[src/sv/bgms_pkg.sv]
// ----------------------------------------------------------------------------
// Button gesture mode selector package
// Shared codes for key classification, selection phases, beeps and registers.
// ----------------------------------------------------------------------------
package bgms_pkg;

    localparam logic [1:0] KS_FREE    = 2'd0;
    localparam logic [1:0] KS_PRESS   = 2'd1;
    localparam logic [1:0] KS_RELEASE = 2'd2;
    localparam logic [1:0] KS_HELD    = 2'd3;

    localparam logic [1:0] PH_IDLE  = 2'd0;
    localparam logic [1:0] PH_ENTER = 2'd1;
    localparam logic [1:0] PH_COUNT = 2'd2;
    localparam logic [1:0] PH_EXIT  = 2'd3;

    localparam logic [2:0] BEEP_NONE    = 3'd0;
    localparam logic [2:0] BEEP_ENTER   = 3'd1;
    localparam logic [2:0] BEEP_CONFIRM = 3'd2;
    localparam logic [2:0] BEEP_COUNT   = 3'd3;
    localparam logic [2:0] BEEP_EXIT    = 3'd4;

    localparam int CFG_INDEX_W = 8;

    localparam logic [CFG_INDEX_W-1:0] REG_LONG_PRESS    = 8'd0;
    localparam logic [CFG_INDEX_W-1:0] REG_DOUBLE_WINDOW = 8'd1;
    localparam logic [CFG_INDEX_W-1:0] REG_SAMPLE_PERIOD = 8'd2;
    localparam logic [CFG_INDEX_W-1:0] REG_RELEASED      = 8'd3;

    localparam logic [15:0] LONG_PRESS_RESET    = 16'd500;
    localparam logic [15:0] DOUBLE_WINDOW_RESET = 16'd400;
    localparam logic [7:0]  SAMPLE_PERIOD_RESET = 8'd50;
    localparam logic [2:0]  MAX_MODE            = 3'd5;

    typedef struct packed {
        logic [1:0] key_state;
        logic [1:0] select_phase;
        logic [7:0] click_tally;
        logic [2:0] chosen_mode;
        logic       mode_committed;
        logic       running;
        logic [2:0] beep_code;
    } result_t;

endpackage

[src/sv/button_gesture_mode_selector.sv]
// ----------------------------------------------------------------------------
// Button gesture mode selector
// Classifies a sampled key per tick, runs the mode selection machine and the
// double-click run/stop toggle, and reports one result beat per input beat.
// ----------------------------------------------------------------------------
// A result beat is registered and appears in the cycle after its input beat is accepted.
// Throughput: one beat per cycle while out_ready is high; the whole tick update is one registered step.
// in_ready stays high while the result register is empty or being drained.
// Reset clears the state to idle, stopped, levels released, and loads the
// register defaults; configuration writes are taken every cycle.
module button_gesture_mode_selector
(
    input  logic                             clk,
    input  logic                             rst_n,
    input  logic                             cfg_valid,
    output logic                             cfg_ready,
    input  logic [bgms_pkg::CFG_INDEX_W-1:0] cfg_index,
    input  logic [15:0]                      cfg_data,
    input  logic                             in_valid,
    output logic                             in_ready,
    input  logic                             key_level,
    output logic                             out_valid,
    input  logic                             out_ready,
    output logic [1:0]                       key_state,
    output logic [1:0]                       select_phase,
    output logic [7:0]                       click_tally,
    output logic [2:0]                       chosen_mode,
    output logic                             mode_committed,
    output logic                             running,
    output logic [2:0]                       beep_code
);

    logic [15:0] long_press_reg;
    logic [15:0] double_window_reg;
    logic [7:0]  sample_period_reg;
    logic        released_reg;

    logic        previous_level_reg, previous_level_next;
    logic        captured_level_reg, captured_level_next;
    logic [7:0]  sample_divider_reg, sample_divider_next;
    logic [1:0]  phase_reg, phase_next;
    logic [15:0] hold_counter_reg, hold_counter_next;
    logic [7:0]  press_tally_reg, press_tally_next;
    logic [2:0]  mode_code_reg, mode_code_next;
    logic        run_flag_reg, run_flag_next;
    logic [1:0]  edge_count_reg, edge_count_next;
    logic [15:0] window_timer_reg, window_timer_next;

    logic                 out_valid_reg;
    bgms_pkg::result_t    result_reg, result_next;
    logic                 in_accept;

    assign cfg_ready = 1'b1;
    assign in_ready  = !out_valid_reg || out_ready;
    assign in_accept = in_valid && in_ready;

    always_ff @(posedge clk or negedge rst_n)
    begin
        if (!rst_n)
        begin
            long_press_reg    <= bgms_pkg::LONG_PRESS_RESET;
            double_window_reg <= bgms_pkg::DOUBLE_WINDOW_RESET;
            sample_period_reg <= bgms_pkg::SAMPLE_PERIOD_RESET;
            released_reg      <= 1'b1;
        end
        else if (cfg_valid)
        begin
            case (cfg_index)
                bgms_pkg::REG_LONG_PRESS:    long_press_reg    <= cfg_data;
                bgms_pkg::REG_DOUBLE_WINDOW: double_window_reg <= cfg_data;
                bgms_pkg::REG_SAMPLE_PERIOD: sample_period_reg <= cfg_data[7:0];
                bgms_pkg::REG_RELEASED:      released_reg      <= cfg_data[0];
                default:                     ;
            endcase
        end
    end

    always_comb
    begin
        logic [1:0]  ks;
        logic [2:0]  beep;
        logic        committed;
        logic [7:0]  period;
        ks                  = bgms_pkg::KS_FREE;
        beep                = bgms_pkg::BEEP_NONE;
        committed           = 1'b0;
        period              = 8'd1;
        previous_level_next = previous_level_reg;
        captured_level_next = captured_level_reg;
        sample_divider_next = sample_divider_reg;
        phase_next          = phase_reg;
        hold_counter_next   = hold_counter_reg;
        press_tally_next    = press_tally_reg;
        mode_code_next      = mode_code_reg;
        run_flag_next       = run_flag_reg;
        edge_count_next     = edge_count_reg;
        window_timer_next   = window_timer_reg;

        if (previous_level_reg == released_reg)
            ks = (captured_level_reg == released_reg) ? bgms_pkg::KS_FREE
                                                      : bgms_pkg::KS_PRESS;
        else
            ks = (captured_level_reg == released_reg) ? bgms_pkg::KS_RELEASE
                                                      : bgms_pkg::KS_HELD;
        previous_level_next = captured_level_reg;

        case (phase_reg)
            bgms_pkg::PH_IDLE:
            begin
                if (ks == bgms_pkg::KS_HELD)
                begin
                    hold_counter_next = (&hold_counter_reg) ? hold_counter_reg
                                                            : hold_counter_reg + 16'd1;
                    if (hold_counter_next >= long_press_reg)
                    begin
                        phase_next        = bgms_pkg::PH_ENTER;
                        hold_counter_next = 16'd0;
                        press_tally_next  = 8'd0;
                        beep              = bgms_pkg::BEEP_ENTER;
                    end
                end
                else
                    hold_counter_next = 16'd0;
            end
            bgms_pkg::PH_ENTER:
            begin
                if (ks == bgms_pkg::KS_RELEASE)
                begin
                    phase_next = bgms_pkg::PH_COUNT;
                    beep       = bgms_pkg::BEEP_CONFIRM;
                end
            end
            bgms_pkg::PH_COUNT:
            begin
                if (ks == bgms_pkg::KS_HELD)
                begin
                    hold_counter_next = (&hold_counter_reg) ? hold_counter_reg
                                                            : hold_counter_reg + 16'd1;
                    if (hold_counter_next >= long_press_reg)
                    begin
                        phase_next        = bgms_pkg::PH_EXIT;
                        hold_counter_next = 16'd0;
                    end
                end
                else
                    hold_counter_next = 16'd0;
                if (ks == bgms_pkg::KS_PRESS)
                begin
                    press_tally_next = press_tally_reg + 8'd1;
                    beep             = bgms_pkg::BEEP_COUNT;
                end
            end
            default:
            begin
                if (ks == bgms_pkg::KS_RELEASE)
                begin
                    if (press_tally_reg <= {5'd0, bgms_pkg::MAX_MODE})
                        mode_code_next = press_tally_reg[2:0];
                    if (mode_code_next != 3'd0)
                        run_flag_next = 1'b0;
                    beep       = bgms_pkg::BEEP_EXIT;
                    committed  = 1'b1;
                    phase_next = bgms_pkg::PH_IDLE;
                end
            end
        endcase

        if (phase_next != bgms_pkg::PH_IDLE)
        begin
            edge_count_next   = 2'd0;
            window_timer_next = 16'd0;
        end
        else
        begin
            if (ks == bgms_pkg::KS_PRESS)
            begin
                edge_count_next = edge_count_reg + 2'd1;
                if (edge_count_next == 2'd1)
                    window_timer_next = 16'd0;
            end
            if (edge_count_next != 2'd0)
            begin
                window_timer_next = (&window_timer_next) ? window_timer_next
                                                         : window_timer_next + 16'd1;
                if (edge_count_next >= 2'd2)
                begin
                    run_flag_next     = !run_flag_next;
                    edge_count_next   = 2'd0;
                    window_timer_next = 16'd0;
                end
                else if (window_timer_next >= double_window_reg)
                begin
                    edge_count_next   = 2'd0;
                    window_timer_next = 16'd0;
                end
            end
        end

        period              = (sample_period_reg == 8'd0) ? 8'd1 : sample_period_reg;
        sample_divider_next = sample_divider_reg + 8'd1;
        if (sample_divider_next >= period)
        begin
            sample_divider_next = 8'd0;
            captured_level_next = key_level;
        end

        result_next.key_state      = ks;
        result_next.select_phase   = phase_next;
        result_next.click_tally    = press_tally_next;
        result_next.chosen_mode    = mode_code_next;
        result_next.mode_committed = committed;
        result_next.running        = run_flag_next;
        result_next.beep_code      = beep;
    end

    always_ff @(posedge clk or negedge rst_n)
    begin
        if (!rst_n)
        begin
            previous_level_reg <= 1'b1;
            captured_level_reg <= 1'b1;
            sample_divider_reg <= 8'd0;
            phase_reg          <= bgms_pkg::PH_IDLE;
            hold_counter_reg   <= 16'd0;
            press_tally_reg    <= 8'd0;
            mode_code_reg      <= 3'd0;
            run_flag_reg       <= 1'b0;
            edge_count_reg     <= 2'd0;
            window_timer_reg   <= 16'd0;
            out_valid_reg      <= 1'b0;
        end
        else
        begin
            if (in_accept)
            begin
                previous_level_reg <= previous_level_next;
                captured_level_reg <= captured_level_next;
                sample_divider_reg <= sample_divider_next;
                phase_reg          <= phase_next;
                hold_counter_reg   <= hold_counter_next;
                press_tally_reg    <= press_tally_next;
                mode_code_reg      <= mode_code_next;
                run_flag_reg       <= run_flag_next;
                edge_count_reg     <= edge_count_next;
                window_timer_reg   <= window_timer_next;
                out_valid_reg      <= 1'b1;
            end
            else if (out_ready)
                out_valid_reg <= 1'b0;
        end
    end

    always_ff @(posedge clk)
    begin
        if (in_accept)
            result_reg <= result_next;
    end

    assign out_valid      = out_valid_reg;
    assign key_state      = result_reg.key_state;
    assign select_phase   = result_reg.select_phase;
    assign click_tally    = result_reg.click_tally;
    assign chosen_mode    = result_reg.chosen_mode;
    assign mode_committed = result_reg.mode_committed;
    assign running        = result_reg.running;
    assign beep_code      = result_reg.beep_code;

    // A commit always beeps exit and leaves the machine idle.
    a_commit_exit: assert property (@(posedge clk) disable iff (!rst_n)
        out_valid_reg && result_reg.mode_committed |->
            result_reg.beep_code == bgms_pkg::BEEP_EXIT &&
            result_reg.select_phase == bgms_pkg::PH_IDLE)
        else $error("commit beat without exit beep or idle phase");

    // The double-click tracker is held clear while a selection is active.
    a_dclick_clear: assert property (@(posedge clk) disable iff (!rst_n)
        phase_reg != bgms_pkg::PH_IDLE |->
            edge_count_reg == 2'd0 && window_timer_reg == 16'd0)
        else $error("double-click state active during selection");

    // The hold counter restarts when a long hold changes the phase.
    a_hold_clear: assert property (@(posedge clk) disable iff (!rst_n)
        phase_reg == bgms_pkg::PH_ENTER || phase_reg == bgms_pkg::PH_EXIT |->
            hold_counter_reg == 16'd0)
        else $error("hold counter not cleared after a long hold");

    // The committed mode never leaves the valid range.
    a_mode_range: assert property (@(posedge clk) disable iff (!rst_n)
        mode_code_reg <= bgms_pkg::MAX_MODE)
        else $error("mode code out of range");

    // A stopped run state follows every commit of a nonzero mode.
    a_commit_stop: assert property (@(posedge clk) disable iff (!rst_n)
        in_accept && result_next.mode_committed && result_next.chosen_mode != 3'd0 |=>
            !run_flag_reg)
        else $error("run state not stopped after a mode commit");

endmodule
[config.mk]
export PLATFORM = sky130hd
export DESIGN_NAME = button_gesture_mode_selector
export DESIGN_NICKNAME = d
export VERILOG_FILES = /design/src/sv/bgms_pkg.sv /design/src/sv/button_gesture_mode_selector.sv
export SDC_FILE = /design/constraint.sdc
export NUM_CORES = 1
export LEC_CHECK = 0
export BUFFER_PORTS_ARGS = -buffer_cell sky130_fd_sc_hd__buf_4
export CORE_ASPECT_RATIO = 0.8
export CORE_UTILIZATION = 43
export DETAILED_ROUTE_END_ITERATION = 10
export SLEW_MARGIN = 25
export SYNTH_ARGS = -nofsm -noshare
export SYNTH_HDL_FRONTEND = slang
export SYNTH_SLANG_ARGS = --single-unit
[constraint.sdc]
create_clock -name clk -period 11.3 [get_ports clk]
set_input_delay 1.695 -clock clk [delete_from_list [all_inputs] [get_ports clk]]
set_output_delay 1.695 -clock clk [all_outputs]
set_load 0.03 [all_outputs]
# --- Word level (Yosys, flattened, before mapping) ---
# Cells that the tools add are included.
op_classes:
  order_cmp: 5
  shift: 0
  n_eq_ne: 11
  n_bitwise: 0
  n_mux: 53
  reduce_logical: 21
  add_sub_neg: 5
  mul: 0
  n_div: 0
op_table:
  columns: ["op", "count"]
  rows:
  - ["16-bit 2-to-1 mux", 11]
  - ["8-bit 2-to-1 mux", 5]
  - ["16-bit by 1-bit adder with 16-bit output (second input constant)", 2]
  - ["16-bit >= comparator", 2]
  - ["16-bit AND reduction", 2]
  - ["2-bit 2-to-1 mux", 15]
  - ["3-bit 2-to-1 mux", 6]
  - ["8-bit by 1-bit adder with 8-bit output (second input constant)", 2]
  - ["8-bit by 2-bit equality test with 1-bit output (second input constant)", 2]
  - ["8-bit zero test", 2]
  - ["8-bit case mux with 2 select lines", 1]
  - ["1-bit 2-to-1 mux", 13]
  - ["2-bit AND reduction", 6]
  - ["3-bit case mux with 3 select lines", 1]
  - ["8-bit by 1-bit equality test with 1-bit output (second input constant)", 1]
  - ["8-bit >= comparator", 1]
  - ["8-bit by 3-bit <= comparator with 1-bit output (second input constant)", 1]
  - ["2-bit by 1-bit equality test with 1-bit output (second input constant)", 3]
  - ["2-bit equality test (second input constant)", 3]
  - ["2-bit case mux with 3 select lines", 1]
  - ["2-bit nonzero test", 3]
  - ["3-bit nonzero test", 1]
  - ["3-bit OR reduction", 1]
  - ["2-bit by 1-bit adder with 2-bit output (second input constant)", 1]
  - ["7 further kinds", 9]
totals:
  rom_bits: 0
  register_bits: 120
  n_memories: 0
  in_bits: 30
  latch_bits: 0
  ram_bits: 0

# --- Logic depth before layout (Yosys ltp) ---
logic_depth:
  ltp_word: 15
  mapped_depth: 23
  depth_no_buf: 22

# --- Worst setup path before layout ---
# OpenSTA, ideal clock, no wires.
synth_timing:
  path_type: "flip-flop to flip-flop"
  startpoint: "register captured_level_reg"
  endpoint: "register window_timer_reg[13]"
  stages_incl_launch_ff: 23
  arrival_ps: 4152
  setup_slack_ps: 7082
  path_buffers: 3
  required_ps: 11234
  cell_sequence: "dfstp_2 buf_2 and4bb_2 nor2_2 and2_1 clkbuf_1 ha_1 nand3_1 nor2_1 a31oi_1 nand3_1 or2_0 and2_1 o21a_1 ha_1 a21oi_1 o21ai_0 a211oi_2 nand2_1 nor4_4 buf_4 o211ai_1 nand2_1"
synth_via:
  elab_chain_cells: 13
synth_rtl:
  columns: ["element", "line_no", "text"]
  rows:
  - ["start: declaration", "button_gesture_mode_selector.sv:39", "logic captured_level_reg, captured_level_next;"]
  - ["start signal: assignment", "button_gesture_mode_selector.sv:237", "captured_level_reg <= captured_level_next;"]
  - ["1-bit equality test *", "button_gesture_mode_selector.sv:100, button_gesture_mode_selector.sv:103", null]
  - ["1-bit 2-to-1 mux", "button_gesture_mode_selector.sv:100, button_gesture_mode_selector.sv:103", null]
  - ["2-bit 2-to-1 mux *", "button_gesture_mode_selector.sv:99", "if (previous_level_reg == released_reg)"]
  - ["2-bit by 1-bit equality test with 1-bit output", "button_gesture_mode_selector.sv:175", "if (ks == bgms_pkg::KS_PRESS)"]
  - ["16-bit 2-to-1 mux", "button_gesture_mode_selector.sv:175", null]
  - ["16-bit 2-to-1 mux", "button_gesture_mode_selector.sv:168", "if (phase_next != bgms_pkg::PH_IDLE)"]
  - ["16-bit by 1-bit adder with 16-bit output / 16-bit AND reduction (equally long branches)", "button_gesture_mode_selector.sv:184, button_gesture_mode_selector.sv:183", null]
  - ["16-bit 2-to-1 mux", "button_gesture_mode_selector.sv:183", "window_timer_next = (&window_timer_next) ? window_timer_next"]
  - ["16-bit >= comparator", "button_gesture_mode_selector.sv:191", "else if (window_timer_next >= double_window_reg)"]
  - ["16-bit 2-to-1 mux", "button_gesture_mode_selector.sv:191", null]
  - ["16-bit 2-to-1 mux", "button_gesture_mode_selector.sv:185", "if (edge_count_next >= 2'd2)"]
  - ["16-bit 2-to-1 mux", "button_gesture_mode_selector.sv:181", "if (edge_count_next != 2'd0)"]
  - ["16-bit 2-to-1 mux *", "button_gesture_mode_selector.sv:168", null]
  - ["end signal: assignment", "button_gesture_mode_selector.sv:245", "window_timer_reg <= window_timer_next;"]
  - ["end: declaration", "button_gesture_mode_selector.sv:47", "logic [15:0] window_timer_reg, window_timer_next;"]
# Every way passes the cells marked *; elsewhere a longest branch is shown, timed or not. The select of a mux whose other input is x is not followed.
# A chain may end at the register's enable or synchronous reset.

# --- Final worst setup path ---
layout_timing:
  startpoint: "register edge_count_reg[0]"
  endpoint: "register window_timer_reg[15]"
layout_via:
  elab_chain_cells: 12
layout_rtl:
  columns: ["element", "line_no", "text"]
  rows:
  - ["start: declaration", "button_gesture_mode_selector.sv:46", "logic [1:0] edge_count_reg, edge_count_next;"]
  - ["start signal: assignment", "button_gesture_mode_selector.sv:244", "edge_count_reg <= edge_count_next;"]
  - ["2-bit by 1-bit adder with 2-bit output", "button_gesture_mode_selector.sv:177", "edge_count_next = edge_count_reg + 2'd1;"]
  - ["2-bit by 1-bit equality test with 1-bit output", "button_gesture_mode_selector.sv:178", "if (edge_count_next == 2'd1)"]
  - ["16-bit 2-to-1 mux", "button_gesture_mode_selector.sv:178", null]
  - ["16-bit 2-to-1 mux", "button_gesture_mode_selector.sv:175", null]
  - ["16-bit 2-to-1 mux", "button_gesture_mode_selector.sv:168", null]
  - ["16-bit by 1-bit adder with 16-bit output / 16-bit AND reduction (equally long branches)", "button_gesture_mode_selector.sv:184, button_gesture_mode_selector.sv:183", null]
  - ["16-bit 2-to-1 mux", "button_gesture_mode_selector.sv:183", null]
  - ["16-bit >= comparator", "button_gesture_mode_selector.sv:191", null]
  - ["16-bit 2-to-1 mux", "button_gesture_mode_selector.sv:191", null]
  - ["16-bit 2-to-1 mux", "button_gesture_mode_selector.sv:185", null]
  - ["16-bit 2-to-1 mux *", "button_gesture_mode_selector.sv:181", null]
  - ["16-bit 2-to-1 mux *", "button_gesture_mode_selector.sv:168", null]
# Marked as above.

==> flow_summary_export.csv <==
group,metric,value,unit
logic_synthesis,synth_area,6880,µm²
logic_synthesis,yosys.area.top_type,"dfrtp_1",
cts,hold_buffers,0,
cells_and_area,final_cells,985,
floorplan,core_area,15300,µm²
detailed_routing,vias,5290,
status,status,"finished clean",
sta,fin_skew,0.00740,ns
critical_path,r2r_setup_slack,6.10,ns
cells_and_area,layout-drive-gt1-share,0.197,
logic_synthesis,ys.flop_type,"dfrtp_1",
detailed_routing,drtAntennaViolNets,0,
cells_and_area,antenna_cells,0,
sta,maxSlewViolCount,0,
sta,post-route-min-period,5.20,ns
global_routing,grt_max_degree,63,
detailed_routing,firstDrtPassIters,5,
power,p_leak,3.68,nW
critical_path,worstPathRequired,11.65,ns
logic_synthesis,synth_nets,787,
global_routing,grt_use_total,0.201,
cts,cts_root_buffer,"clkbuf_16",
place,dp_cells,953,
cts,htree_levels,4,
floorplan,start_util,0.449,
global_routing,grt_overflow,0,
detailed_routing,drt-total-wl,15.1,mm
critical_path,critPathMaxStageDelay,0.66,ns
logic_synthesis,synth_edf_count,20,
sta,rsz0062_at_grt,"false",
floorplan,die_w,143,µm
global_routing,grt_pass1_vias,5215,
critical_path,crit_fanout,17,
global_routing,grt_first_pass_wirelength,25.5,mm
sta,max_freq,192,MHz
critical_path,critPathCaptureType,"register",
power,p_total,1.38,mW
critical_path,crit_type,"reg -> reg",
detailed_routing,first_iter_violations,370,
critical_path,cp.arrival,5.55,ns
power,powerDensity,171,nW/µm²
logic_synthesis,synth_commonest_cells,"nand2_1 (95), dfrtp_1 (85), nor2_1 (58)",
cts,clk-insertion-delay-late,0.42,ns
power,vdd_drop_max,0.112,mV
detailed_routing,drc,0,
detailed_routing,wl_per_cell,15.3,µm
place,hpwlAfterDp,11.0,mm
sta,setup_violations,0,
detailed_routing,via_per_inst,5.37,
critical_path,path_cells,"inv_1, ha_1, and4bb_2, nor2_2, and2_1, ha_1, nand3_1, nor2_1, nand3_1, nand2_1, o21ai_0, a21oi_1, ha_1, a211oi_1, nand3_1, o211ai_1, nand2_1, nor4_4, o211ai_1, nand2_1",
logic_synthesis,yosysTopAreaCellShare,0.309,
place,place_area,7470,µm²
cells_and_area,final_area,8080,µm²
global_routing,antenna_found_initial,0,
floorplan,die_y,115,µm
critical_path,crit_family,"simple AND/OR/NAND/NOR gates",
sta,hold_ws,0.501,ns
cts,cts_buffer_depth,2,
cts,cts_tree,"built",
critical_path,cpMaxStageDelayCell,"nor4_4",
logic_synthesis,netlist_instances,710,
cts,clk_pin_slew,0.05,ns
floorplan,ios,53,
cts,cts_setup_buffers,0,
critical_path,cp-start-kind,"register",
logic_synthesis,synth_area_leaders,"dfrtp_1 (31%), edfxtp_1 (8.7%), ha_1 (8.5%), mux2_2 (6.2%), dfstp_2 (5.7%)",
flow_run,maxCapViolations,0,
logic_synthesis,syn_area_per_cell,9.69,µm²
logic_synthesis,synth_cell_types,61,
place,port_buffers,51,
cts,cts_num_sinks,120,
min_path,min_path_type,"reg -> reg",
floorplan,row_count,40,
cts,numCtsBuffers,17,
critical_path,crit_buf_inv,1,
cts,ctsResizeCount,0,
cells_and_area,n_fill_cell,1397,
place,finalWeightedCongestion,0.905,
logic_synthesis,synthArstFlopShare,0.833,
sta,hold_viol,0,
sta,min_period_over_period,0.460,
logic_synthesis,ys_warn_count,0,
logic_synthesis,yosysSeqAreaShare,0.454,
sta,slew_headroom,0.457,
cells_and_area,areaGrowthSynthToFinish,17.4,%
logic_synthesis,ys_ff_latch,120,
cells_and_area,layout.nets,839,
floorplan,fp.dieArea,16500,µm²
logic_synthesis,yosysMostFrequentCell,"nand2_1",
sta,worst_slew_pin_slew,0.814,ns
sta,setup_tns,0,ns
[power by group]
| group | total (mW) | internal (mW) | switching (mW) | leakage, nW |
|---|---|---|---|---|
| registers | 0.532 | 0.491 | 0.0412 | 1.46 |
| clock network | 0.557 | 0.366 | 0.191 | 0.295 |
| logic | 0.292 | 0.112 | 0.180 | 1.92 |
| total | 1.38 | 0.969 | 0.412 | 3.68 |
[cell type report]
cell class | instances | area [µm²] | area share
tap | 210 | 263 | 0.0325
timing repair buffer | 56 | 420 | 0.0520
clock buffer | 18 | 429 | 0.0531
clock inverter | 14 | 181 | 0.0225
sequential | 120 | 3120 | 0.386
multi-input combinational | 518 | 3480 | 0.431
inverter | 49 | 184 | 0.0228
[final timing paths]
check | start | endpoint | depth (start not counted)
max | edge_count_reg[0] | window_timer_reg[15] | 20
min in group asynchronous | rst_n | mode_code_reg[1] | 1
max in group asynchronous | rst_n | hold_counter_reg[9] | 2
max reg2reg | edge_count_reg[0] | window_timer_reg[15] | 20
min reg2reg | double_window_reg[1] | double_window_reg[1] | 1
min | double_window_reg[1] | double_window_reg[1] | 1
[worst reg2reg max path, cell delays in order, from the launching register on]
cell      delay, ns
dfrtp_1        0.42
inv_1          0.06
ha_1           0.21
and4bb_2       0.26
nor2_2         0.50
and2_1         0.32
ha_1           0.21
nand3_1        0.08
nor2_1         0.24
nand3_1        0.26
nand2_1        0.28
o21ai_0        0.11
a21oi_1        0.20
ha_1           0.30
a211oi_1       0.24
nand3_1        0.12
o211ai_1       0.20
nand2_1        0.18
nor4_4         0.66
o211ai_1       0.20
nand2_1        0.09
[logic make-up (layout without fill, tap and decap cells)]
group           count (synthesis)  in the layout  share of synthesized area
compound gates                149            149                      0.143
fa+ha+maj                      47             47                     0.0854
other cells                     1              1                   0.000545
simple gates                  250            250                      0.171
flops                         120            120                      0.454
xor+xnor                       30             30                     0.0382
mux                            41             41                     0.0665
buf+inv                        72            137                     0.0416
[metrics by stage]
step,utilization,setup slack (ns)
floorplan,-,7.08
global placement,0.488,6.33
detailed placement,0.488,6.12
CTS,0.528,6.11
global route,0.528,5.57
finish,0.528,6.10
[cells in the final DEF, fill, tap and decap left out, drive strengths merged, types with 20 or more instances in the layout]
master  count
a22o       20
mux2       38
buf        56
ha         47
inv        49
o21ai      56
nor2       59
a21oi      26
edfxtp     20
nand3      25
dfrtp      85
nand2      95
[routing by layer]
layer,share of wire,routed length (µm),track usage,vias to the layer above
met1,0.50,7580,0.291,2539
met2,0.44,6630,0.290,113
met5,0,0,0,-
li1,-,-,-,2624
met4,0.012,175,0.0723,0
met3,0.045,678,0.0500,14
(Power assumes the default switching activity.)
